### src/sv/uafa_pkg.sv
// ----------------------------------------------------------------------------
// uafa_pkg
// Shared types and the second-byte folding table of the UTF-8 folding block.
// ----------------------------------------------------------------------------
`timescale 1ns / 1ps

package uafa_pkg;

  localparam int unsigned CountW = 10;
  localparam int unsigned CharW  = 7;

  localparam logic [7:0] ByteTerm  = 8'h00;
  localparam logic [7:0] ByteAscii = 8'h80;
  localparam logic [7:0] ByteLeadC = 8'hC3;
  localparam logic [7:0] ByteLeadE = 8'hE2;
  localparam logic [7:0] ByteCont  = 8'h80;
  localparam logic [7:0] ByteEllip = 8'hA6;

  localparam logic [CharW-1:0] ChQuest = 7'h3F;
  localparam logic [CharW-1:0] ChDash  = 7'h2D;
  localparam logic [CharW-1:0] ChDot   = 7'h2E;

  localparam logic [CountW-1:0] LimitReset = 10'd1023;

  typedef struct packed {
    logic [CharW-1:0]  ch;
    logic              char_valid;
    logic              last;
    logic [CountW-1:0] length;
  } result_t;

  typedef struct packed {
    logic [1:0] num;
    result_t    res0;
    result_t    res1;
  } push_t;

  // Folds the byte after C3 to its base Latin letter.
  function automatic logic [CharW-1:0] fold_second(input logic [7:0] b);
    logic [CharW-1:0] ch;
    ch = ChQuest;
    case (b) inside
      [8'h80:8'h83]: ch = 7'h41;
      8'h87:         ch = 7'h43;
      [8'h89:8'h8A]: ch = 7'h45;
      8'h8D:         ch = 7'h49;
      [8'h93:8'h95]: ch = 7'h4F;
      8'h9A:         ch = 7'h55;
      [8'hA0:8'hA3]: ch = 7'h61;
      8'hA7:         ch = 7'h63;
      [8'hA9:8'hAA]: ch = 7'h65;
      8'hAD:         ch = 7'h69;
      [8'hB3:8'hB5]: ch = 7'h6F;
      8'hBA:         ch = 7'h75;
      default:       ch = ChQuest;
    endcase
    return ch;
  endfunction

endpackage

### src/sv/uafa_decode.sv
// ----------------------------------------------------------------------------
// uafa_decode
// Input byte register, sequence state, character limit and one-pass decode.
// ----------------------------------------------------------------------------
`timescale 1ns / 1ps

module uafa_decode #(
  parameter int unsigned MAX_CHARS = 1023
) (
  input  logic                          clk_i,
  input  logic                          rst_ni,
  input  logic                          cfg_we_i,
  input  logic [uafa_pkg::CountW-1:0]   cfg_wdata_i,
  input  logic                          in_valid_i,
  output logic                          in_stall_o,
  input  logic [7:0]                    in_byte_i,
  input  logic                          room_i,
  output logic                          push_o,
  output uafa_pkg::push_t               push_data_o
);

  localparam logic [uafa_pkg::CountW-1:0] LimCap =
    (MAX_CHARS > 1023) ? 10'd1023 : uafa_pkg::CountW'(MAX_CHARS);

  typedef enum logic [1:0] {
    MODE_NONE  = 2'd0,
    MODE_C3    = 2'd1,
    MODE_E2    = 2'd2,
    MODE_E2_80 = 2'd3
  } mode_e;

  logic                        byte_vld_q;
  logic [7:0]                  byte_q;
  mode_e                       mode_q, mode_d;
  logic [uafa_pkg::CountW-1:0] cnt_q, cnt_d;
  logic [uafa_pkg::CountW-1:0] limit_q;
  logic [uafa_pkg::CountW-1:0] lim;
  logic                        adv;

  assign lim        = (limit_q > LimCap) ? LimCap : limit_q;
  assign adv        = byte_vld_q & room_i;
  assign in_stall_o = byte_vld_q & ~room_i;
  assign push_o     = adv;

  always_ff @(posedge clk_i or negedge rst_ni) begin
    if (!rst_ni) begin
      byte_vld_q <= 1'b0;
      mode_q     <= MODE_NONE;
      cnt_q      <= '0;
      limit_q    <= uafa_pkg::LimitReset;
    end else begin
      if (!in_stall_o) begin
        byte_vld_q <= in_valid_i;
      end
      if (adv) begin
        mode_q <= mode_d;
        cnt_q  <= cnt_d;
      end
      if (cfg_we_i) begin
        limit_q <= cfg_wdata_i;
      end
    end
  end

  always_ff @(posedge clk_i) begin
    if (!in_stall_o && in_valid_i) begin
      byte_q <= in_byte_i;
    end
  end

  // A pending sequence may first flush one character, then the byte is
  // treated as a fresh lead byte, which may give a second result.
  always_comb begin
    logic                        emit1, fresh, is_term, fresh_emit, w1, w2;
    logic [uafa_pkg::CharW-1:0]  ch1, ch2;
    logic [uafa_pkg::CountW-1:0] cnt1, cnt2;
    uafa_pkg::result_t           r1, r2;

    emit1   = 1'b0;
    ch1     = uafa_pkg::ChQuest;
    is_term = (byte_q == uafa_pkg::ByteTerm);
    fresh   = 1'b0;
    mode_d  = MODE_NONE;

    case (mode_q)
      MODE_C3: begin
        emit1 = 1'b1;
        ch1   = is_term ? uafa_pkg::ChQuest : uafa_pkg::fold_second(byte_q);
        fresh = is_term;
      end
      MODE_E2: begin
        if (byte_q == uafa_pkg::ByteCont) begin
          mode_d = MODE_E2_80;
        end else begin
          emit1 = 1'b1;
          ch1   = uafa_pkg::ChQuest;
          fresh = 1'b1;
        end
      end
      MODE_E2_80: begin
        emit1 = 1'b1;
        ch1   = (byte_q == uafa_pkg::ByteEllip) ? uafa_pkg::ChDot : uafa_pkg::ChDash;
        fresh = is_term;
      end
      default: begin
        fresh = 1'b1;
      end
    endcase

    fresh_emit = 1'b0;
    ch2        = byte_q[uafa_pkg::CharW-1:0];
    if (fresh && !is_term) begin
      if (byte_q < uafa_pkg::ByteAscii) begin
        fresh_emit = 1'b1;
      end else if (byte_q == uafa_pkg::ByteLeadC) begin
        mode_d = MODE_C3;
      end else if (byte_q == uafa_pkg::ByteLeadE) begin
        mode_d = MODE_E2;
      end else begin
        fresh_emit = 1'b1;
        ch2        = uafa_pkg::ChQuest;
      end
    end

    w1   = emit1 & (cnt_q < lim);
    cnt1 = cnt_q + uafa_pkg::CountW'(w1);
    w2   = fresh_emit & (cnt1 < lim);
    cnt2 = cnt1 + uafa_pkg::CountW'(w2);
    cnt_d = (fresh && is_term) ? '0 : cnt2;

    r1 = '{ch: ch1, char_valid: 1'b1, last: 1'b0, length: cnt1};
    if (fresh && is_term) begin
      r2 = '{ch: '0, char_valid: 1'b0, last: 1'b1, length: cnt1};
    end else begin
      r2 = '{ch: ch2, char_valid: 1'b1, last: 1'b0, length: cnt2};
    end

    push_data_o.num  = {1'b0, w1} + {1'b0, (w2 | (fresh & is_term))};
    push_data_o.res0 = w1 ? r1 : r2;
    push_data_o.res1 = r2;
  end

endmodule

### src/sv/uafa_res_fifo.sv
// ----------------------------------------------------------------------------
// uafa_res_fifo
// Four-entry result queue taking up to two results per cycle, one out.
// ----------------------------------------------------------------------------
`timescale 1ns / 1ps

module uafa_res_fifo (
  input  logic              clk_i,
  input  logic              rst_ni,
  input  logic              push_i,
  input  uafa_pkg::push_t   push_data_i,
  output logic              room_o,
  output logic              out_valid_o,
  input  logic              out_stall_i,
  output uafa_pkg::result_t out_data_o
);

  localparam int unsigned Depth = 4;
  localparam int unsigned PtrW  = $clog2(Depth);

  uafa_pkg::result_t entry_q [Depth];
  logic [PtrW-1:0]   wr_ptr_q, rd_ptr_q;
  logic [PtrW:0]     cnt_q;
  logic [1:0]        num;
  logic              pop;

  assign num         = push_i ? push_data_i.num : 2'd0;
  assign out_valid_o = (cnt_q != '0);
  assign pop         = out_valid_o & ~out_stall_i;
  assign out_data_o  = entry_q[rd_ptr_q];
  // Room is judged without the same-cycle pop so it never waits on the stall.
  assign room_o      = (cnt_q <= (PtrW+1)'(Depth - 2));

  always_ff @(posedge clk_i or negedge rst_ni) begin
    if (!rst_ni) begin
      wr_ptr_q <= '0;
      rd_ptr_q <= '0;
      cnt_q    <= '0;
    end else begin
      wr_ptr_q <= wr_ptr_q + PtrW'(num);
      rd_ptr_q <= rd_ptr_q + PtrW'(pop);
      cnt_q    <= cnt_q + (PtrW+1)'(num) - (PtrW+1)'(pop);
    end
  end

  always_ff @(posedge clk_i) begin
    if (num != 2'd0) begin
      entry_q[wr_ptr_q] <= push_data_i.res0;
    end
    if (num == 2'd2) begin
      entry_q[wr_ptr_q + PtrW'(1)] <= push_data_i.res1;
    end
  end

endmodule

### src/sv/utf8_accent_fold_to_ascii.sv
// ----------------------------------------------------------------------------
// utf8_accent_fold_to_ascii
// Folds a zero-terminated UTF-8 byte stream to plain ASCII characters.
// ----------------------------------------------------------------------------
// The input channel takes one byte per request (in_valid_i / in_stall_o); a
// zero byte ends the text. The output channel (out_valid_o / out_stall_i)
// gives one result per request: a folded character, or the final result
// marked last that carries the count of characters written in the text.
// Each byte is held in an input register, decoded in one pass and written
// into a four-entry result queue, whose head is offered on the output. One
// byte can be taken in every cycle while in_stall_o is low; a byte that
// causes two results writes both into the queue at once, and the sustained
// rate is set by the output side at one result per cycle when not stalled.
// When the receiver stalls, the queue fills and in_stall_o rises while a
// byte waits in the input register and fewer than two entries are free; a
// stalled result holds steady.
// Reset empties the queue, clears the pending sequence and the count, and
// sets the character limit to 1023. cfg_we_i writes the limit.
// ----------------------------------------------------------------------------
`timescale 1ns / 1ps

module utf8_accent_fold_to_ascii #(
  parameter int unsigned MAX_CHARS = 1023
) (
  input  logic                        clk_i,
  input  logic                        rst_ni,
  input  logic                        cfg_we_i,
  input  logic [uafa_pkg::CountW-1:0] cfg_wdata_i,
  input  logic                        in_valid_i,
  output logic                        in_stall_o,
  input  logic [7:0]                  in_byte_i,
  output logic                        out_valid_o,
  input  logic                        out_stall_i,
  output logic [uafa_pkg::CharW-1:0]  out_char_o,
  output logic                        out_char_valid_o,
  output logic                        out_last_o,
  output logic [uafa_pkg::CountW-1:0] out_text_length_o
);

  logic              room;
  logic              push;
  uafa_pkg::push_t   push_data;
  uafa_pkg::result_t head;

  uafa_decode #(
    .MAX_CHARS(MAX_CHARS)
  ) u_decode (
    .clk_i       (clk_i),
    .rst_ni      (rst_ni),
    .cfg_we_i    (cfg_we_i),
    .cfg_wdata_i (cfg_wdata_i),
    .in_valid_i  (in_valid_i),
    .in_stall_o  (in_stall_o),
    .in_byte_i   (in_byte_i),
    .room_i      (room),
    .push_o      (push),
    .push_data_o (push_data)
  );

  uafa_res_fifo u_fifo (
    .clk_i       (clk_i),
    .rst_ni      (rst_ni),
    .push_i      (push),
    .push_data_i (push_data),
    .room_o      (room),
    .out_valid_o (out_valid_o),
    .out_stall_i (out_stall_i),
    .out_data_o  (head)
  );

  assign out_char_o        = head.ch;
  assign out_char_valid_o  = head.char_valid;
  assign out_last_o        = head.last;
  assign out_text_length_o = head.length;

endmodule

### config.mk
export PLATFORM = sky130hd
export DESIGN_NAME = utf8_accent_fold_to_ascii
export DESIGN_NICKNAME = d
export VERILOG_FILES = /design/src/sv/uafa_pkg.sv /design/src/sv/uafa_decode.sv /design/src/sv/uafa_res_fifo.sv /design/src/sv/utf8_accent_fold_to_ascii.sv
export SDC_FILE = /design/constraint.sdc
export NUM_CORES = 1
export LEC_CHECK = 0
export ABC_CLOCK_PERIOD_IN_PS = 17000
export BUFFER_PORTS_ARGS = -buffer_cell sky130_fd_sc_hd__buf_2
export CORE_MARGIN = 2
export CORE_UTILIZATION = 35
export DETAILED_ROUTE_END_ITERATION = 10
export PLACE_DENSITY = 0.58
export SYNTH_ARGS = -nofsm -noshare
export SYNTH_HDL_FRONTEND = slang
export SYNTH_SLANG_ARGS = --single-unit
export TNS_END_PERCENT = 50
### constraint.sdc
create_clock -name clk_i -period 17 [get_ports clk_i]
set_clock_uncertainty 0.05 [all_clocks]
set_input_delay 1.7 -clock clk_i [delete_from_list [all_inputs] [get_ports clk_i]]
set_output_delay 1.7 -clock clk_i [all_outputs]
set_load 0.01 [all_outputs]
Yosys cells after proc, flatten, opt, wreduce, memory -nomap -nowiden
Memories as Yosys holds them, arrays and structs flattened. Index checks and enable logic that the tools add are counted.

Add/sub/neg operators: 8. $mul: 0. Divide/modulo/power cells: 0. Magnitude comparators: 17. Equality and inequality tests: 14. Shift operators: 0. Muxes and demuxes: 41. Bitwise logic cells: 9. Reductions and logical operators: 15.

Operators by type and width (number): two-way mux 7 bit (17); == test 8 bit (second input constant) (10); >= comparator 8 bit (second input constant) (6); <= comparator 8 bit (second input constant) (6); two-way mux 19 bit (2); adder 10 x 1 -> 10 bit (2); less-than comparator 10 bit (2); two-way mux 10 bit (2); two-way mux 2 bit (8); case mux 7 bit (2 select lines) (1); > comparator 10 bit (second input constant) (1); logical AND 1 bit (9); two-way mux 1 bit (9); zero test 8 bit (1); less-than comparator 8 bit (second input constant) (1); AND 1 bit (6); == test 2 bit (second input constant) (3); case mux 1 bit (2 select lines) (2); adder 3 x 2 -> 3 bit (1); <= comparator 3 x 2 -> 1 bit (second input constant) (1); nonzero test 3 bit (1); subtractor 3 x 1 -> 3 bit (1); adder 1 x 1 -> 2 bit (1); adder 2 x 1 -> 2 bit (1); other kinds (8) (10).

Bits in registers: 38. Latch bits: 0. Bits in writable memories: 76. ROM bits: 0. Input bits: 23. Output and inout port bits: 21. Logic and storage cells: 113. Memories kept: 1.

Memory list: u_fifo.entry_q (words 4, bits a word 19, read ports 1, clocked after memory_dff 0, write ports 2, line uafa_res_fifo.sv:21) `uafa_pkg::result_t entry_q [Depth];`.

Logic depth before layout (Yosys ltp)
Gate-level depths: netlist of the first run.

Depth in word-level cells: 16. Mapped depth: 29. Mapped depth without buffers: 27.

Cells and area by module
From an unflattened synthesis of the first run, not the netlist that was laid out.

Cell total of the unflattened synthesis: 573. Area total of the unflattened synthesis: 6952.9 um^2.

Modules (own cells, without submodules): uafa_res_fifo (instances 1, cells each 229, area each 4083.9 um^2, seq. area each 2457.4 um^2); uafa_decode (instances 1, cells each 344, area each 2869.0 um^2, seq. area each 828.3 um^2).

Worst setup path after synthesis of the first run
No wires, ideal clock.

Path kind: reg-to-reg. From: register u_decode.limit_q[7] (netlist bit). To: memory u_fifo.entry_q[1][0] (netlist bit) (enable). Library setup time: 0.419 ns. Arrival time: 6.190 ns. Required time: 16.531 ns. Setup slack: 10.341 ns. Stages on the path, launching flop included: 26. Buffers on the path: 2. Clock period less this slack: 6.659 ns. Cell sequence: dfstp_2 > inv_1 > ha_1 > a21oi_1 > o21ai_0 > inv_1 > o311ai_4 > clkbuf_1 > inv_1 > ha_1 > ha_1 > clkbuf_2 > and3_1 > nand2_1 > nor2_1 > xnor2_1 > clkinv_1 > ha_1 > and4_1 > a2111oi_0 > and3b_2 > a31o_2 > ha_1 > nor2b_1 > a21oi_1 > nor3_1.

RTL lines: from (decl) (line uafa_decode.sv:36) `logic [uafa_pkg::CountW-1:0] limit_q;`; from (signal assigned) (line uafa_decode.sv:50) `limit_q <= uafa_pkg::LimitReset;`; from (signal assigned) (line uafa_decode.sv:60) `limit_q <= cfg_wdata_i;`; to (decl) (line uafa_res_fifo.sv:21).

==> impl_metrics.env, run 1 <==
export IMPL_synthesis_instances=581
export IMPL_drt_initial_drc_count=409
export IMPL_regToRegSetupSlack_ps=9920
export IMPL_h_tree_depth=4
export IMPL_ir_drop_mv=0.08313
export IMPL_grt_pass1_wl_um=25970
export IMPL_clock_latency_ps=420
export IMPL_initial_utilization=0.3597
export IMPL_num_vias=4698
export IMPL_leakage_nw=2.758
export IMPL_setup_violations=0
export IMPL_synth_area_sq_um=6795
export IMPL_period_needed_ps=7077
export IMPL_slew_headroom=0.1635
export IMPL_mostFrequentLayoutCell="edfxtp_1"
export IMPL_synth_nets=629
export IMPL_clockBufferDepth=2
export IMPL_arrival_ps=7190
export IMPL_final_cell_mix="edfxtp_1, o21ai_0, nand2_1"
export IMPL_critPathKind="reg -> reg"
export IMPL_setup_tns_ps=0
export IMPL_dieArea_sq_um=20540
export IMPL_io_pins=44
export IMPL_final_area_sq_um=7784
export IMPL_fp_coreArea_sq_um=18890
export IMPL_status="finished, final reports clean"
export IMPL_cts_resized=0
export IMPL_combPwrFrac=0.314
export IMPL_hold_ws_ps=460.9
export IMPL_grt_overflow=0
export IMPL_synth_cell_type_count=72
export IMPL_placed_cell_area_sq_um=7229
export IMPL_clock_power_share=0.292
export IMPL_dr_pass1_iters=5
export IMPL_post_cts_buffers=0
export IMPL_routabilityCongestion=0.8858
export IMPL_cts_tree="built"
export IMPL_tightestPinTransition_ps=1246
export IMPL_synth_seq_area_share=0.4835
export IMPL_n_fill_cell=1811
export IMPL_yosysWarnings=0
export IMPL_antenna_found_initial=0
export IMPL_globalRouteMet2Util=0.2611
export IMPL_post_drt_via_cell_ratio=5.273
export IMPL_total_power_w=0.001148
export IMPL_grt_max_degree=45
export IMPL_worstPathRequired_ps=17120
export IMPL_rows=50
export IMPL_grtUsageMet3=0.03499
export IMPL_power_density_nw_per_um2=147.5
export IMPL_pwr_share_seq=0.394
export IMPL_ctsHoldBuffers=0
export IMPL_hold_class="reg -> reg"
export IMPL_drive_gt1_frac=0.2456
export IMPL_cts_root_buf="clkbuf_16"
export IMPL_place_hpwl_um=11070
export IMPL_r2r_cells=25
export IMPL_die_height_um=143.3
export IMPL_antenna_left=0
export IMPL_end_kind="register"
export IMPL_ys_flop_type="edfxtp_1"
export IMPL_gr_usage_all_layers=0.1670
export IMPL_die_x_um=143.3
export IMPL_p_int_w=0.0007641
export IMPL_postSynthAreaPerCell_sq_um=11.70
export IMPL_holdPathStages=2
export IMPL_cts_made_buffers=17
export IMPL_grt_pass1_vias=4791
export IMPL_timing_fmax_mhz=141.3
export IMPL_cp_max_fo=12
export IMPL_wl_per_cell_um=17.94
export IMPL_power_switching_w=0.0003841
export IMPL_fin_crit_sh=0.4163
export IMPL_rsz0062_at_grt="no"
export IMPL_routed_wl_um=15990
export IMPL_async_flop_share=0.2632
export IMPL_met1_usage=0.2270
export IMPL_cap_viol_max_count=0
export IMPL_final_max_slew_viol_count=0
export IMPL_clkTransAtPathRegs_ps=50
export IMPL_hold_violations=0
export IMPL_cp_start_kind="register"
export IMPL_route_detailed_drc=0
export IMPL_grt_busiest_layer="met2"
export IMPL_ys_seq_elements=114
export IMPL_final_nets=666
export IMPL_switching_share=0.3345
export IMPL_layout_area_overhead_vs_synth_pct=14.55
export IMPL_synth_edf_count=84
export IMPL_n_antenna_cell=0
export IMPL_port_buffers=43
export IMPL_cts_num_sinks=114
critical path, stage by stage, from the launching register on:
cell       delay, ps
dfstp_2          520
inv_1             70
ha_1             310
a21oi_1           70
o21ai_0          580
inv_1            170
o311ai_4         130
inv_1            100
ha_1             250
ha_1             300
and3_1           260
nand2_1           90
nor2_1            50
xnor2_1          230
clkinv_1         260
ha_1             330
and4_1           170
a2111oi_0        420
and3b_2          250
a31o_2           160
ha_1             270
nor2b_1          220
nand2_1          110
nor2_1           820
o21ai_0          280
mux2_2           330
sequential cells by signal (all words and copies together) (netlist names):
signal and flops:
u_fifo.entry_q 76, u_decode.cnt_q 10, u_decode.limit_q 10, u_decode.byte_q 8
u_fifo.cnt_q 3, u_decode.mode_q 2, u_fifo.rd_ptr_q 2, u_fifo.wr_ptr_q 2
u_decode.byte_vld_q 1
routing by layer:
layer / share of wire / up-vias
met5: 0 / -
met4: 0.019 / 0
met3: 0.050 / 24
met2: 0.46 / 145
met1: 0.47 / 2310
li1: - / 2219
cells in the mapped netlist (all sizes together), types with 11 or more instances:
cell type,number,share of area
xor2,13,0.018
nor2,30,0.020
o21ai,64,0.049
ha,24,0.044
mux2,27,0.046
nor3,11,0.0081
nand2b,11,0.010
clkbuf,22,0.014
mux4,19,0.063
nand2,46,0.025
a21oi,17,0.013
inv,26,0.014
dfrtp,20,0.074
edfxtp,84,0.37
buf,11,0.011
xnor2,39,0.050
area by class of cell:
cell class / instances / area (sq um) / area share
sequential: 114 / 3287 / 0.4223
multi-input combinational: 404 / 3229 / 0.4149
clock buffer: 21 / 440.4 / 0.05658
tap: 260 / 325.3 / 0.04179
timing repair buffer: 51 / 275.3 / 0.03536
clock inverter: 11 / 113.9 / 0.01463
inverter: 30 / 112.6 / 0.01447
per-stage QoR:
stage,util,setup WS [ps],cells
3_5_place_dp,0.3826,10080,859
3_3_place_gp,0.3826,10390,859
6_report,0.4120,9923,891
4_1_cts,0.4120,9992,891
2_1_floorplan,-,10340,581
5_1_grt,0.4120,9512,891
power groups by stage:
stage | Combinational (W) | Sequential, W | Clock, W
2_1_floorplan | 0.000295 | 0.000407 | 0
3_3_place_gp | 0.000356 | 0.000455 | 0
3_5_place_dp | 0.000363 | 0.000459 | 0
4_1_cts | 0.000365 | 0.000454 | 0.000340
5_1_grt | 0.000401 | 0.000463 | 0.000354
6_report | 0.000360 | 0.000453 | 0.000336
cell families after synthesis:
logic type                 count (synthesis)  synth area share
muxes                                     56            0.1236
AOI/OAI and AO/OA                        122            0.1129
adders and majority gates                 26           0.04879
and+or+nand+nor                          148            0.1212
buffers and inverters                     63           0.04198
xor gates and xnor gates                  52           0.06813
DFF                                      114            0.4835
final timing paths:
kind / to / start
worst max-delay path: u_fifo.entry_q[0][0]$_DFFE_PP_ / u_decode.limit_q[7]$_DFFE_PN1P_
worst min-delay path: u_decode.cnt_q[0]$_DFFE_PN0P_ / u_decode.cnt_q[0]$_DFFE_PN0P_
worst max register to register: u_fifo.entry_q[0][0]$_DFFE_PP_ / u_decode.limit_q[7]$_DFFE_PN1P_
worst min register to register: u_decode.cnt_q[0]$_DFFE_PN0P_ / u_decode.cnt_q[0]$_DFFE_PN0P_
max in group asynchronous: u_fifo.rd_ptr_q[0]$_DFF_PN0_ / rst_ni
min in group asynchronous: u_decode.cnt_q[3]$_DFFE_PN0P_ / rst_ni
Power figures use the tool's default switching activity.
==> inputs of run 2 (changes only) <==
ABC_AREA = 1   (was default)
ABC_CLOCK_PERIOD_IN_PS = 6400   (was 17000)
PLACE_DENSITY = 0.6   (was 0.58)
clock period = 6.4 ns   (was 17 ns; I/O delays follow)
==> run 2 against run 1 <==
Combinational power grew to 5.3 times the previous value. Routed wire length is 10% higher. First-iteration DRC count is 1.5% lower. Synthesized area is 1.3% higher. Core utilization is 0.29 points lower. Largest power group is now combinational cells. Count of clock-buffer cells in the layout is 4 lower. Critical endpoint is now u_fifo.entry_q[0][9]$_DFFE_PP_.
==> impl_metrics.env, run 2 <==
export IMPL_cts_tree="built"
export IMPL_critPathMaxStageDelay_ps=920
export IMPL_r2r_start="u_decode.limit_q[5]$_DFFE_PN1P_"
export IMPL_die_x_um=144.3
export IMPL_h_tree_depth=4
export IMPL_fin_crit_sh=0.9236
export IMPL_ctsHoldBuffers=0
export IMPL_cp_max_fo=16
export IMPL_initial_utilization=0.3550
export IMPL_rsz0062_at_grt="no"
export IMPL_route_detailed_drc=0
export IMPL_grt_pass1_wl_um=28660
export IMPL_yosysWarnings=0
export IMPL_clkTransAtPathRegs_ps=60
export IMPL_ys_flop_type="edfxtp_1"
export IMPL_die_height_um=144.3
export IMPL_grt_overflow=0
export IMPL_n_antenna_cell=0
export IMPL_postSynthAreaPerCell_sq_um=8.277
export IMPL_yosysTopAreaCellShare=0.3663
export IMPL_rows=51
export IMPL_crit_top_cell="nand2_1"
export IMPL_fp_coreArea_sq_um=19400
export IMPL_fin_cells=1154
export IMPL_port_buffers=43
export IMPL_cap_viol_max_count=0
export IMPL_path_buf_inv=7
export IMPL_synth_most_common_cell="nand2_1"
export IMPL_synth_area_sq_um=6887
export IMPL_synth_common_cells="nand2_1, o21ai_0, edfxtp_1"
export IMPL_synth_mux_area_fraction=0.002907
export IMPL_yosys_area_share_xor_xnor=0.006359
export IMPL_yosys_top_cells_area="edfxtp_1, nand2_1, dfrtp_1"
export IMPL_layout_area_overhead_vs_synth_pct=15.24
export IMPL_routed_wl_um=17600
export IMPL_cts_num_sinks=114
export IMPL_synth_top_family_by_area="simple AND/OR/NAND/NOR gates"
export IMPL_largest_register_ffs=76
export IMPL_cpMaxStageDelayCell="o21ai_2"
export IMPL_cp_top_family="compound AO/OA/AOI/OAI gates"
export IMPL_rr_endpoint="u_fifo.entry_q[0][9]$_DFFE_PP_"
export IMPL_synthSimpleGateAreaFrac=0.2558
export IMPL_final_cell_mix="nand2_1, o21ai_0, edfxtp_1"
export IMPL_final_nets=924
export IMPL_gr_usage_all_layers=0.1807
export IMPL_cp_start_kind="register"
export IMPL_synth_compound_area_frac=0.1352
export IMPL_synthAdderAreaFrac=0.04651
export IMPL_end_kind="register"
export IMPL_top_register="u_fifo.entry_q"
export IMPL_status="finished, final reports clean"
export IMPL_placed_cell_area_sq_um=7367
export IMPL_multi_input_area_sq_um=3102
export IMPL_dr_pass1_iters=5
export IMPL_grt_max_degree=40
export IMPL_hold_violations=0
export IMPL_post_drt_via_cell_ratio=4.919
export IMPL_mostFrequentLayoutCell="nand2_1"
export IMPL_drt_initial_drc_count=403
export IMPL_wl_per_cell_um=15.25
export IMPL_num_vias=5677
export IMPL_grt_pass1_vias=5492
export IMPL_setup_tns_ps=0
export IMPL_dieArea_sq_um=20810
export IMPL_regToRegSetupSlack_ps=490
export IMPL_drive_gt1_frac=0.1552
export IMPL_antenna_left=0
export IMPL_final_area_sq_um=7936
export IMPL_setup_violations=0
export IMPL_synth_seq_area_share=0.4771
export IMPL_ys_seq_elements=114
export IMPL_period_needed_ps=5911
export IMPL_cts_root_buf="clkbuf_16"
export IMPL_clock_latency_ps=430
export IMPL_r2r_cells=27
export IMPL_power_density_nw_per_um2=513.6
export IMPL_largestRegisters="u_fifo.entry_q (76), u_decode.cnt_q (10), u_decode.limit_q (10)"
export IMPL_worstPathRequired_ps=6480
export IMPL_ir_drop_mv=0.2174
export IMPL_n_fill_cell=1968
export IMPL_async_flop_share=0.2632
export IMPL_leakage_nw=3.322
export IMPL_final_util=0.4091
export IMPL_clockBufferDepth=2
export IMPL_synth_top_area_cell="edfxtp_1"
export IMPL_antenna_found_initial=0
export IMPL_synth_edf_count=84
export IMPL_arrival_ps=5990
export IMPL_place_hpwl_um=12410
export IMPL_seq_area_sq_um=3286
export IMPL_cts_resized=0
export IMPL_post_cts_buffers=0
export IMPL_final_max_slew_viol_count=0
export IMPL_synthesis_instances=832
export IMPL_critPathKind="reg -> reg"
export IMPL_timing_fmax_mhz=169.2
export IMPL_dp_cells=1122
export IMPL_synth_nets=880
export IMPL_cts_made_buffers=17
export IMPL_io_pins=44
export IMPL_hold_class="in -> async"
export IMPL_tightestPinTransition_ps=1055
export IMPL_synth_cell_type_count=47
export IMPL_slew_headroom=0.2963
export IMPL_routabilityCongestion=0.9138
[run 2: cell types whose count changed in the layout (fill, tap and decap cells not counted), sizes merged, moves of 19 or more]
cell / delta
xnor2: -36
nor2: +65
mux2: -27
o21ai: +57
inv: +68
nand3: +45
mux4: -19
nand2: +171
[run 2: layout make-up]
cell class              count  area share
well taps                 265     0.04178
multi-input cells         596      0.3908
repair buffers             51     0.03468
clock buffers              17     0.05360
inverters                  96     0.04698
clock inverters            15     0.01813
flip-flops and latches    114      0.4140
[run 2: how the worst max path moves through the flow]
stage / start / to / slack [ps] / depth (start not counted)
floorplan: u_decode.limit_q[5]$_DFFE_PN1P_ / u_fifo.entry_q[1][0]$_DFFE_PP_ / 690 / 26
global placement: u_decode.limit_q[5]$_DFFE_PN1P_ / u_fifo.entry_q[0][13]$_DFFE_PP_ / 680 / 27
detailed placement: u_decode.limit_q[9]$_DFFE_PN1P_ / u_fifo.entry_q[0][17]$_DFFE_PP_ / 520 / 25
CTS: u_decode.limit_q[9]$_DFFE_PN1P_ / u_fifo.entry_q[0][9]$_DFFE_PP_ / 480 / 25
global route: u_decode.limit_q[5]$_DFFE_PN1P_ / u_fifo.entry_q[0][17]$_DFFE_PP_ / 8 / 27
finish: u_decode.limit_q[5]$_DFFE_PN1P_ / u_fifo.entry_q[0][9]$_DFFE_PP_ / 490 / 27
[run 2: cells by family (layout without fill, tap and decap cells)]
kind of cell               count (synthesis)  after routing
AOI/OAI and AO/OA                        170            170
muxes                                      2              2
buffers and inverters                    122            179
and+or+nand+nor                          394            394
xor gates and xnor gates                   5              5
DFF                                      114            114
adders and majority gates                 25             25
[run 2: where the power goes]
group          switching (W)  leakage, nW  internal [W]  total [W]
sequential          0.000131         1.12       0.00113    0.00126
clock               0.000351        0.261      0.000566   0.000917
combinational        0.00132         1.94      0.000579    0.00190
[run 2: metrics by stage]
stage	power, W	hold WS [ps]	setup slack (ps)
global placement	0.003154	426.1	683.6
detailed placement	0.003174	438.6	516.2
finish	0.004076	216.3	489.0
CTS	0.004099	241.0	482.5
global route	0.004398	272.7	7.788
floorplan	0.002576	294.4	691.1
[run 2: routing by layer]
layer,GRT usage,vias to the layer above,routed length (um)
met5,0,-,0
met4,0.06285,0,369
met3,0.03576,25,1000
met2,0.2752,174,7597
met1,0.2571,2588,8636
li1,-,2890,-
==> inputs of run 3 (changes only) <==
PLACE_DENSITY = 0.63   (was 0.6)
SLEW_MARGIN = 5   (was default)
==> run 3 against run 2 <==
Via count grew 1.5%. Sequential power is essentially flat. Sequential cell count is the same. Combinational power is essentially flat. Design area grew 0.16%. Non-clock buffer count is the same. Critical path type unchanged. Critical path depth is the same.
==> impl_metrics.env, run 3 (synthesized netlist as in run 2, its figures left out) <==
export IMPL_die_height_um=144.3
export IMPL_antenna_found_initial=0
export IMPL_gr_usage_all_layers=0.1806
export IMPL_clockBufferDepth=2
export IMPL_final_cell_mix="nand2_1, o21ai_0, edfxtp_1"
export IMPL_grt_max_degree=40
export IMPL_leakage_nw=3.340
export IMPL_route_detailed_drc=0
export IMPL_r2r_cells=27
export IMPL_wl_met3_um=1147
export IMPL_dieArea_sq_um=20810
export IMPL_status="finished, final reports clean"
export IMPL_setup_tns_ps=0
export IMPL_routed_wl_um=17420
export IMPL_p_int_w=0.002316
export IMPL_cp_start_kind="register"
export IMPL_power_switching_w=0.001788
export IMPL_pwr_share_seq=0.307
export IMPL_top_register="u_fifo.entry_q"
export IMPL_drt_met1_wl_um=8324
export IMPL_drive_gt1_frac=0.1543
export IMPL_final_max_slew_viol_count=0
export IMPL_die_x_um=144.3
export IMPL_post_drt_via_cell_ratio=4.996
export IMPL_cts_resized=0
export IMPL_grt_overflow=0
export IMPL_cts_num_sinks=114
export IMPL_cap_viol_max_count=0
export IMPL_timing_fmax_mhz=170.7
export IMPL_wl_met2_um=7710
export IMPL_worstPathRequired_ps=6530
export IMPL_grt_pass1_wl_um=28780
export IMPL_regToRegSetupSlack_ps=540
export IMPL_cts_made_buffers=17
export IMPL_layout_area_overhead_vs_synth_pct=15.43
export IMPL_dr_pass1_iters=5
export IMPL_n_antenna_cell=0
export IMPL_clock_latency_ps=430
export IMPL_switching_share=0.4357
export IMPL_final_util=0.4098
export IMPL_hold_violations=0
export IMPL_final_nets=924
export IMPL_end_kind="register"
export IMPL_setup_violations=0
export IMPL_post_cts_buffers=0
export IMPL_cp_max_fo=14
export IMPL_fp_coreArea_sq_um=19400
export IMPL_critPathKind="reg -> reg"
export IMPL_largest_register_ffs=76
export IMPL_cts_tree="built"
export IMPL_arrival_ps=5990
export IMPL_rsz0062_at_grt="no"
export IMPL_io_pins=44
export IMPL_ctsHoldBuffers=0
export IMPL_num_vias=5760
export IMPL_initial_utilization=0.3550
export IMPL_mostFrequentLayoutCell="nand2_1"
export IMPL_drt_initial_drc_count=568
export IMPL_power_density_nw_per_um2=516.3
export IMPL_cts_root_buf="clkbuf_16"
export IMPL_slew_headroom=0.3325
export IMPL_combPwrFrac=0.464
export IMPL_place_hpwl_um=12200
export IMPL_clkTransAtPathRegs_ps=50
export IMPL_ir_drop_mv=0.2237
export IMPL_tightestPinTransition_ps=990.8
export IMPL_hold_class="in -> async"
export IMPL_routabilityCongestion=0.8646
export IMPL_antenna_left=0
export IMPL_clock_power_share=0.228
export IMPL_largestRegisters="u_fifo.entry_q (76), u_decode.cnt_q (10), u_decode.limit_q (10)"
export IMPL_grt_pass1_vias=5472
export IMPL_h_tree_depth=4
export IMPL_fin_crit_sh=0.9155
export IMPL_port_buffers=43
export IMPL_period_needed_ps=5859
export IMPL_wl_per_cell_um=15.11
export IMPL_rows=51
export IMPL_top_layer="met4"
## run 3: critical path, stage by stage (launching register included)
cell and delay, ps:
dfstp_2 510, inv_1 60, ha_1 290, inv_1 70
o21bai_1 70, inv_1 50, o21ai_0 100, a21oi_2 180
nand3_4 180, inv_4 150, ha_1 260, ha_1 260
nand3_2 120, inv_1 100, nand2_1 50, nand2_1 60
nand2_1 200, ha_1 350, nand2_1 60, or2_2 290
nand4_1 90, inv_1 40, nand2_1 70, nand2_1 60
ha_1 340, o21ai_0 790, o21ai_2 460, buf_4 310
## run 3: final timing paths
| path | from | to |
|---|---|---|
| min | rst_ni | u_fifo.cnt_q[0]$_DFF_PN0_ |
| min reg2reg | u_decode.byte_vld_q$_DFFE_PN0N_ | u_decode.byte_vld_q$_DFFE_PN0N_ |
| max reg2reg | u_decode.limit_q[5]$_DFFE_PN1P_ | u_fifo.entry_q[3][11]$_DFFE_PP_ |
| max in group asynchronous | rst_ni | u_decode.cnt_q[4]$_DFFE_PN0P_ |
| min in group clk_i | in_byte_i[3] | u_decode.byte_q[3]$_DFFE_PP_ |
| max | u_decode.limit_q[5]$_DFFE_PN1P_ | u_fifo.entry_q[3][11]$_DFFE_PP_ |
## run 3: final cells by class
class	instances	area, sq um
clock inverters	11	137.6
clock buffers	20	436.7
inverters	96	372.9
multi-input cells	596	3109
repair buffers	51	275.3
flip-flops and latches	114	3286
well taps	265	331.6
fillers	1984	11450
## run 3: stage by stage
stage	hold slack [ps]	power [W]	setup WS [ps]	area [sq um]	instances
after CTS	237.2	0.004119	475.2	7941	1153
after floorplan	294.4	0.002576	691.1	6887	832
final	223.7	0.004104	540.7	7949	1153
after detailed placement	432.3	0.003175	499.4	7367	1122
after global placement	425.4	0.003141	642.8	7367	1122
after global routing	261.2	0.004432	15.51	7949	1153
## run 3: metal layers
layer | GRT usage | up-vias
li1 | - | 2903
met1 | 0.2534 | 2642
met2 | 0.2727 | 195
met3 | 0.04834 | 20
met4 | 0.05672 | 0
met5 | 0 | -
## run 3: power by group through the flow
stage	sequential, W	clock, W	combinational [W]
floorplan	0.00122	0	0.00135
global placement	0.00127	0	0.00187
detailed placement	0.00127	0	0.00190
CTS	0.00126	0.000951	0.00191
global route	0.00128	0.000987	0.00216
finish	0.00126	0.000938	0.00191
